--- src/design/assert_macros.svh ---
// ----------------------------------------------------------------------------
// assertion macros
// shared concurrent assertion forms, reset-gated, reporting by $error
// ----------------------------------------------------------------------------
`ifndef ASSERT_MACROS_SVH
`define ASSERT_MACROS_SVH

// same-cycle implication
`define ASSERT_SAME(label, clk, rst_n, ante, cons, msg) \
    label: assert property (@(posedge clk) disable iff (!rst_n) (ante) |-> (cons)) \
        else $error(msg);

// next-cycle implication
`define ASSERT_NEXT(label, clk, rst_n, ante, cons, msg) \
    label: assert property (@(posedge clk) disable iff (!rst_n) (ante) |=> (cons)) \
        else $error(msg);

`endif

--- src/design/bbht_ram.sv ---
// ----------------------------------------------------------------------------
// bbht_ram
// generic single-write, single-read ram with registered read data
// ----------------------------------------------------------------------------
`default_nettype none

module bbht_ram #(
    parameter int WIDTH = 8,
    parameter int DEPTH = 16
) (
    input  wire logic                     clk,
    input  wire logic                     wr_en,
    input  wire logic [$clog2(DEPTH)-1:0] wr_addr,
    input  wire logic [WIDTH-1:0]         wr_data,
    input  wire logic                     rd_en,
    input  wire logic [$clog2(DEPTH)-1:0] rd_addr,
    output logic      [WIDTH-1:0]         rd_data
);

    logic [WIDTH-1:0] mem_reg [DEPTH];
    logic [WIDTH-1:0] rd_data_reg;

    always_ff @(posedge clk)
    begin
        if (wr_en)
        begin
            mem_reg[wr_addr] <= wr_data;
        end
        if (rd_en)
        begin
            rd_data_reg <= mem_reg[rd_addr];
        end
    end

    assign rd_data = rd_data_reg;

endmodule

`default_nettype wire

--- config.mk ---
export PLATFORM = sky130hd
export DESIGN_NAME = bbht_ram
export DESIGN_NICKNAME = d
export VERILOG_FILES = /design/src/design/assert_macros.svh /design/src/design/bbht_ram.sv
export SDC_FILE = /design/constraint.sdc
export NUM_CORES = 1
export LEC_CHECK = 0
export ABC_AREA = 0
export ABC_CLOCK_PERIOD_IN_PS = 1600
export BUFFER_PORTS_ARGS = -buffer_cell sky130_fd_sc_hd__buf_4
export CAP_MARGIN = 20
export CORE_UTILIZATION = 35
export CTS_BUF_LIST = sky130_fd_sc_hd__clkbuf_4
export DETAILED_ROUTE_END_ITERATION = 8
export GPL_TIMING_DRIVEN = 0
export PLACE_DENSITY = 0.54
export SYNTH_ARGS = -nofsm -noshare
export SYNTH_HDL_FRONTEND = slang
export SYNTH_SLANG_ARGS = --single-unit
export TNS_END_PERCENT = 10
--- constraint.sdc ---
create_clock -name clk -period 1.6 [get_ports clk]
set_clock_uncertainty 0.2 [all_clocks]
set_input_delay 0.08 -clock clk [delete_from_list [all_inputs] [get_ports clk]]
set_output_delay 0.08 -clock clk [all_outputs]
set_load 0.05 [all_outputs]
* Word level (Yosys, flattened, before mapping) *
Memory sizes are Yosys's and may differ from the RTL's. A register that Yosys moved wholly into a read port is not among the register bits.
Cells that the tools add are included.

storage, ports and cells
  RAM bits = 128
  memories kept = 1
  bits of input ports = 19
  output and inout port bits = 8
  bits in registers = 0

memory list
  name     words  bits a word  read ports  clocked after memory_dff  wr ports  RTL line        RTL
  mem_reg  16     8            1           1                         1         bbht_ram.sv:20  logic [WIDTH-1:0] mem_reg [DEPTH];

cells by class
  multiplexer cells = 2

operators by type and width
  kind     number
  $mux W1  2

* Depth between registers and ports, before layout *
Gate-level depths: netlist of the first run.

  depth in word-level cells = 2
  gate-level depth with buffers = 5
  mapped depth without buffers = 3

* Least setup slack after synthesis of the first run *
Ideal clock, no wire load.

  kind = in2reg
  start = input port wr_addr[2]
  end = memory mem_reg[0][0], enable pin
  cell stages on the path = 2
  setup time = 0.383 ns
  path slack = -0.173 ns
  path buffers = 0
  arrival time = 1.190 ns
  cell sequence = or3b_2 -> nor3_1

RTL lines
  element             RTL line        RTL
  start: declaration  bbht_ram.sv:13  input wire logic [$clog2(DEPTH)-1:0] wr_addr,
  end: declaration    bbht_ram.sv:20

No word-level cell before the write port.

==> flow_metrics.tcl, run 1 <==
set metrics [dict create \
    whs_ns -0.0713 \
    mostFrequentLayoutCell "edfxtp_1" \
    synth_cell_types 18 \
    io_buffers 25 \
    ir_worst_vdd_mv 0.600 \
    register_area_mm2 0.00408 \
    final_cell_mix "136 x edfxtp_1, 28 x buf_4, 25 x mux4_2" \
    dr_wl_met3_um 566 \
    final_antenna_net_count 0 \
    critPathKind "reg -> reg" \
    cp-start-kind "flip-flop" \
    htreeDepth 4 \
    setup_slack_ns -0.0765 \
    r2r_slack_ns -0.08 \
    grt_pass1_wl_mm 16.0 \
    max_freq_mhz 596 \
    met2_length_mm 5.17 \
    gp_congestion 0.752 \
    area_growth_pct 15.6 \
    die-area_mm2 0.0154 \
    cts_tree "yes" \
    initial_utilization 0.360 \
    post-route-period-util 1.05 \
    ys_warn_count 0 \
    track_usage 0.148 \
    hp-class "in -> reg" \
    drv_cap 0 \
    place_ws_ns -0.457 \
    dr_total_vias 2458 \
    synth_seq_cells 136 \
    report.final.slew_viol_count 0 \
    drive_above_1_share 0.330 \
    fp-row-count 44 \
    cts-root-buf "clkbuf_4" \
    cts_buffer_depth 2 \
    wl_met1_mm 4.78 \
    grt_pass1_vias 2559 \
    wl_mm 10.7 \
    drt_iter0_drc 182 \
    pwr_density_cell_mw_per_mm2 1050 \
    dp_hpwl_mm 6.73 \
    p_leak_nw 1.96 \
    min_period_ns 1.68 \
    critPathArrivalTime_ns 1.75 \
    hold_viol_final 11 \
    violations "negative hold slack, negative setup slack" \
    overflow 0 \
    grt_max_degree 17 \
    drt-wirelength-per-cell_um 21.9 \
    syn_nets 248 \
    yosysSeqAreaShare 0.781 \
    multiInputGateArea_mm2 0.00108 \
    clock_sink_count 136 \
    n_antenna_cell 0 \
    outcome "complete, but fails checks" \
    worst_slew_pin_slew_ns 0.893 \
    syn_area_mm2 0.00523 \
    post_synth.cell_area_avg_um2 22.8 \
    synthCells 229 \
    die_h_um 124 \
    setup_viol 8 \
    slew_headroom 0.402 \
    largest_reg_flops 128 \
    ioPinCount 27 \
    antenna_found_initial 0 \
    crit_path_max_fanout 1 \
    coreArea_mm2 0.0145 \
    nFillCells 1313 \
    cp.required_ns 1.67 \
    vias_per_cell 5.05 \
    rsz0062_at_grt "yes" \
    route.detailed.drc 0 \
    worst_skew_pair.late_latency_ns 0.52 \
    routed.top_layer "met4" \
    die_x_um 124 \
    cts_buffers 17 \
    drt_first_pass_iters 4 \
    cts.clk_slew.worst_paths_ns 0.11 \
    cts_setup_buffers 0 \
    endpoint_kind "flip-flop" \
    final_net_count 310 \
]
## repair_timing
| action | in CTS | in global routing |
|---|---|---|
| pin swaps | 7 | 0 |
| setup endpoints to repair | 8 | 13 |
| gates resized for setup | 14 | 1 |
| hold buffers | 14 | 1 |
| hold endpoints to repair | 170 | 16 |
| cloned | 0 | 0 |
## synthesized netlist by cell type
| library cell | count | share of area |
|---|---|---|
| a22oi_1 | 16 | 0.023 |
| and2_1 | 1 | 0.0012 |
| and2b_1 | 1 | 0.0014 |
| buf_2 | 3 | 0.0029 |
| buf_4 | 1 | 0.0014 |
| buf_6 | 3 | 0.0065 |
| clkdlybuf4s25_2 | 3 | 0.0057 |
| edfxtp_1 | 136 | 0.78 |
| mux4_1 | 14 | 0.070 |
| mux4_2 | 18 | 0.078 |
| nand2_1 | 9 | 0.0065 |
| nand2b_1 | 2 | 0.0024 |
| nand3_1 | 1 | 0.00096 |
| nand3b_1 | 2 | 0.0029 |
| nor2_1 | 13 | 0.0093 |
| nor2b_1 | 1 | 0.0012 |
| nor3_1 | 4 | 0.0038 |
| or3b_2 | 1 | 0.0017 |
## path summary, 6_finish.rpt
check	depth (start not counted)	startpoint	to
setup / recovery	3	mem_reg[3][1]$_DFFE_PP_	rd_data[1]$_DFFE_PP_
hold / removal	3	wr_addr[2]	mem_reg[0][5]$_DFFE_PP_
setup reg to reg	3	mem_reg[3][1]$_DFFE_PP_	rd_data[1]$_DFFE_PP_
hold reg to reg	3	mem_reg[14][3]$_DFFE_PP_	rd_data[3]$_DFFE_PP_
## metrics by stage
| stage | cells | utilization | power, mW | area [µm²] | TNS (ns) |
|---|---|---|---|---|---|
| 2_1_floorplan | 229 | - | 4.37 | 5230 | 0 |
| 3_3_place_gp | 438 | 0.389 | 4.57 | 5650 | -32.46 |
| 3_5_place_dp | 441 | 0.390 | 4.58 | 5670 | -23.96 |
| 4_1_cts | 486 | 0.415 | 6.39 | 6030 | -0.725 |
| 5_1_grt | 487 | 0.416 | 6.60 | 6040 | -0.800 |
| 6_report | 487 | 0.416 | 6.32 | 6040 | -0.432 |
## critical path: stages, from the launching register on
cell,delay [ns]
edfxtp_1,0.37
mux4_2,0.51
a22oi_2,0.27
nand2_1,0.08
## per-layer routing
layer | vias up | track usage
met3 | 8 | 0.0448
met1 | 1282 | 0.205
met2 | 68 | 0.220
met5 | - | 0
li1 | 1100 | -
met4 | 0 | 0.0567
## power breakdown
group	leakage, nW	internal (mW)	switching (mW)
Sequential	1.24	4.01	0.0178
Combinational	0.599	0.209	0.299
Clock	0.128	0.700	1.09
## layout make-up
type,instances,share of cell area
sequential,136,0.676
clock inverter,7,0.00497
clock buffer,24,0.0298
tap,184,0.0381
buffer,10,0.0143
timing repair buffer,43,0.0592
multi-input combinational,83,0.178
## cells by family (layout without fill, tap and decap cells)
logic type / Yosys count / after routing / share of synthesized area
AND/OR/NAND/NOR: 35 / 35 / 0.0314
flip-flops: 136 / 136 / 0.781
AO/OA/AOI/OAI: 16 / 16 / 0.0230
buffers and inverters: 10 / 84 / 0.0165
multiplexers: 32 / 32 / 0.148
Note: power is estimated with default switching activity, not from simulation.
==> run 2: changes to the inputs <==
--- a/config.mk
+++ b/config.mk
@@ -9,6 +9,7 @@
 export ABC_CLOCK_PERIOD_IN_PS = 1600
 export BUFFER_PORTS_ARGS = -buffer_cell sky130_fd_sc_hd__buf_4
 export CAP_MARGIN = 20
+export CORE_ASPECT_RATIO = 1.75
 export CORE_UTILIZATION = 35
 export CTS_BUF_LIST = sky130_fd_sc_hd__clkbuf_4
 export DETAILED_ROUTE_END_ITERATION = 8
==> flow_metrics.tcl, run 2 (synthesis gave the netlist of run 1 again) <==
set metrics [dict create \
    htreeDepth 4 \
    place_ws_ns -0.404 \
    max_freq_mhz 608 \
    hp-class "in -> reg" \
    drv_cap 0 \
    setup_viol 5 \
    cp-start-kind "flip-flop" \
    overflow 0 \
    critPathArrivalTime_ns 1.72 \
    finalNonFillerCells 483 \
    routed.top_layer "met4" \
    wl_met1_mm 3.93 \
    crit_path_max_fanout 1 \
    ir_worst_vdd_mv 0.451 \
    cp.required_ns 1.68 \
    dpl.cell_count 437 \
    final_net_count 308 \
    final_antenna_net_count 0 \
    largest_reg_flops 128 \
    ioPinCount 27 \
    grt_pass1_vias 2544 \
    rsz0062_at_grt "yes" \
    violations "negative hold slack, negative setup slack" \
    cts_buffer_depth 2 \
    critPathKind "reg -> reg" \
    grt_max_degree 17 \
    track_usage 0.150 \
    placed_area_mm2 0.00567 \
    finalPower_mw 6.62 \
    setup_slack_ns -0.0439 \
    setup_tns_ns -0.117 \
    die_x_um 94.4 \
    dp_hpwl_mm 6.98 \
    cts_setup_buffers 0 \
    grt_pass1_wl_mm 15.4 \
    final_cell_mix "136 x edfxtp_1, 30 x mux4_2, 28 x buf_4" \
    route.detailed.drc 0 \
    whs_ns -0.202 \
    drt_iter0_drc 158 \
    coreArea_mm2 0.0145 \
    met2_length_mm 5.62 \
    cts.clk_slew.worst_paths_ns 0.11 \
    dr_total_vias 2443 \
    post-route-period-util 1.03 \
    drt-wirelength-per-cell_um 21.4 \
    drive_above_1_share 0.358 \
    worst_slew_pin_slew_ns 0.870 \
    dr_wl_met3_um 364 \
    cts_tree "yes" \
    die-area_mm2 0.0154 \
    outcome "complete, but fails checks" \
    die_h_um 164 \
    report.final.slew_viol_count 0 \
    holdBufCountCts 13 \
    fp-row-count 58 \
    endpoint_kind "flip-flop" \
    initial_utilization 0.360 \
    slew_headroom 0.415 \
    cts-root-buf "clkbuf_4" \
    area_growth_pct 16.1 \
    vias_per_cell 5.06 \
    wl_mm 10.3 \
    mostFrequentLayoutCell "edfxtp_1" \
    gp_congestion 0.772 \
    io_buffers 25 \
    antenna_found_initial 1 \
    clock_sink_count 136 \
    drt_first_pass_iters 4 \
    p_leak_nw 1.95 \
    fin_area_mm2 0.00607 \
    worst_skew_pair.late_latency_ns 0.52 \
    min_period_ns 1.64 \
    pwr_density_cell_mw_per_mm2 1090 \
    cts_buffers 17 \
    hold_viol_final 12 \
]
-- run 2: cell count changes in the layout (fill, tap and decap cells not counted), sizes merged --
cell	previous run	this run
bufinv	0	2
clkinv	7	11
clkinvlp	0	2
dlygate4sd3	15	13
diode	0	1
clkbuf	24	17
-- run 2: what timing repair did --
action | 4_1_cts | 5_1_grt
resized for setup | 20 | 2
pin swaps | 8 | 0
endpoints found under the hold margin | 172 | 16
setup endpoints to repair | 8 | 8
-- run 2: power breakdown --
| group | internal (mW) | switching (mW) |
|---|---|---|
| logic | 0.209 | 0.301 |
| registers | 4.01 | 0.0176 |
| clock network | 0.899 | 1.19 |
| total | 5.12 | 1.51 |
-- run 2: final timing paths --
| kind | start | endpoint | slack, ns | cells after the start |
|---|---|---|---|---|
| min | wr_addr[1] | mem_reg[0][0]$_DFFE_PP_ | -0.20 | 2 |
| min reg2reg | mem_reg[15][0]$_DFFE_PP_ | rd_data[0]$_DFFE_PP_ | 0.58 | 3 |
| max | mem_reg[2][2]$_DFFE_PP_ | rd_data[2]$_DFFE_PP_ | -0.04 | 3 |
| max reg2reg | mem_reg[2][2]$_DFFE_PP_ | rd_data[2]$_DFFE_PP_ | -0.04 | 3 |
-- run 2: metal layers --
layer	global-route usage	vias to the layer above
li1	-	1093
met1	0.169	1260
met2	0.255	72
met3	0.0335	18
met4	0.0888	0
met5	0	-
-- run 2: area by class of cell --
| cell class | instances | area, µm² |
|---|---|---|
| multi-input cells | 83 | 1070 |
| repair buffers | 41 | 338 |
| clock inverters | 15 | 136 |
| diodes | 1 | 2.50 |
| well taps | 180 | 225 |
| fillers | 1330 | 8450 |
| plain buffers | 10 | 86.3 |
| flip-flops and latches | 136 | 4080 |
| clock buffers | 17 | 128 |
-- run 2: worst max-delay path, cell delays in order, from the launching register on --
cell	delay [ns]
edfxtp_1	0.39
mux4_2	0.52
a22oi_2	0.21
nand2_1	0.09
-- run 2: through the flow --
step | hold slack [ns] | util
after floorplan | -0.0211 | -
after global placement | 0.156 | 0.389
after detailed placement | 0.161 | 0.390
after CTS | -0.233 | 0.417
after global routing | -0.223 | 0.418
final | -0.202 | 0.418
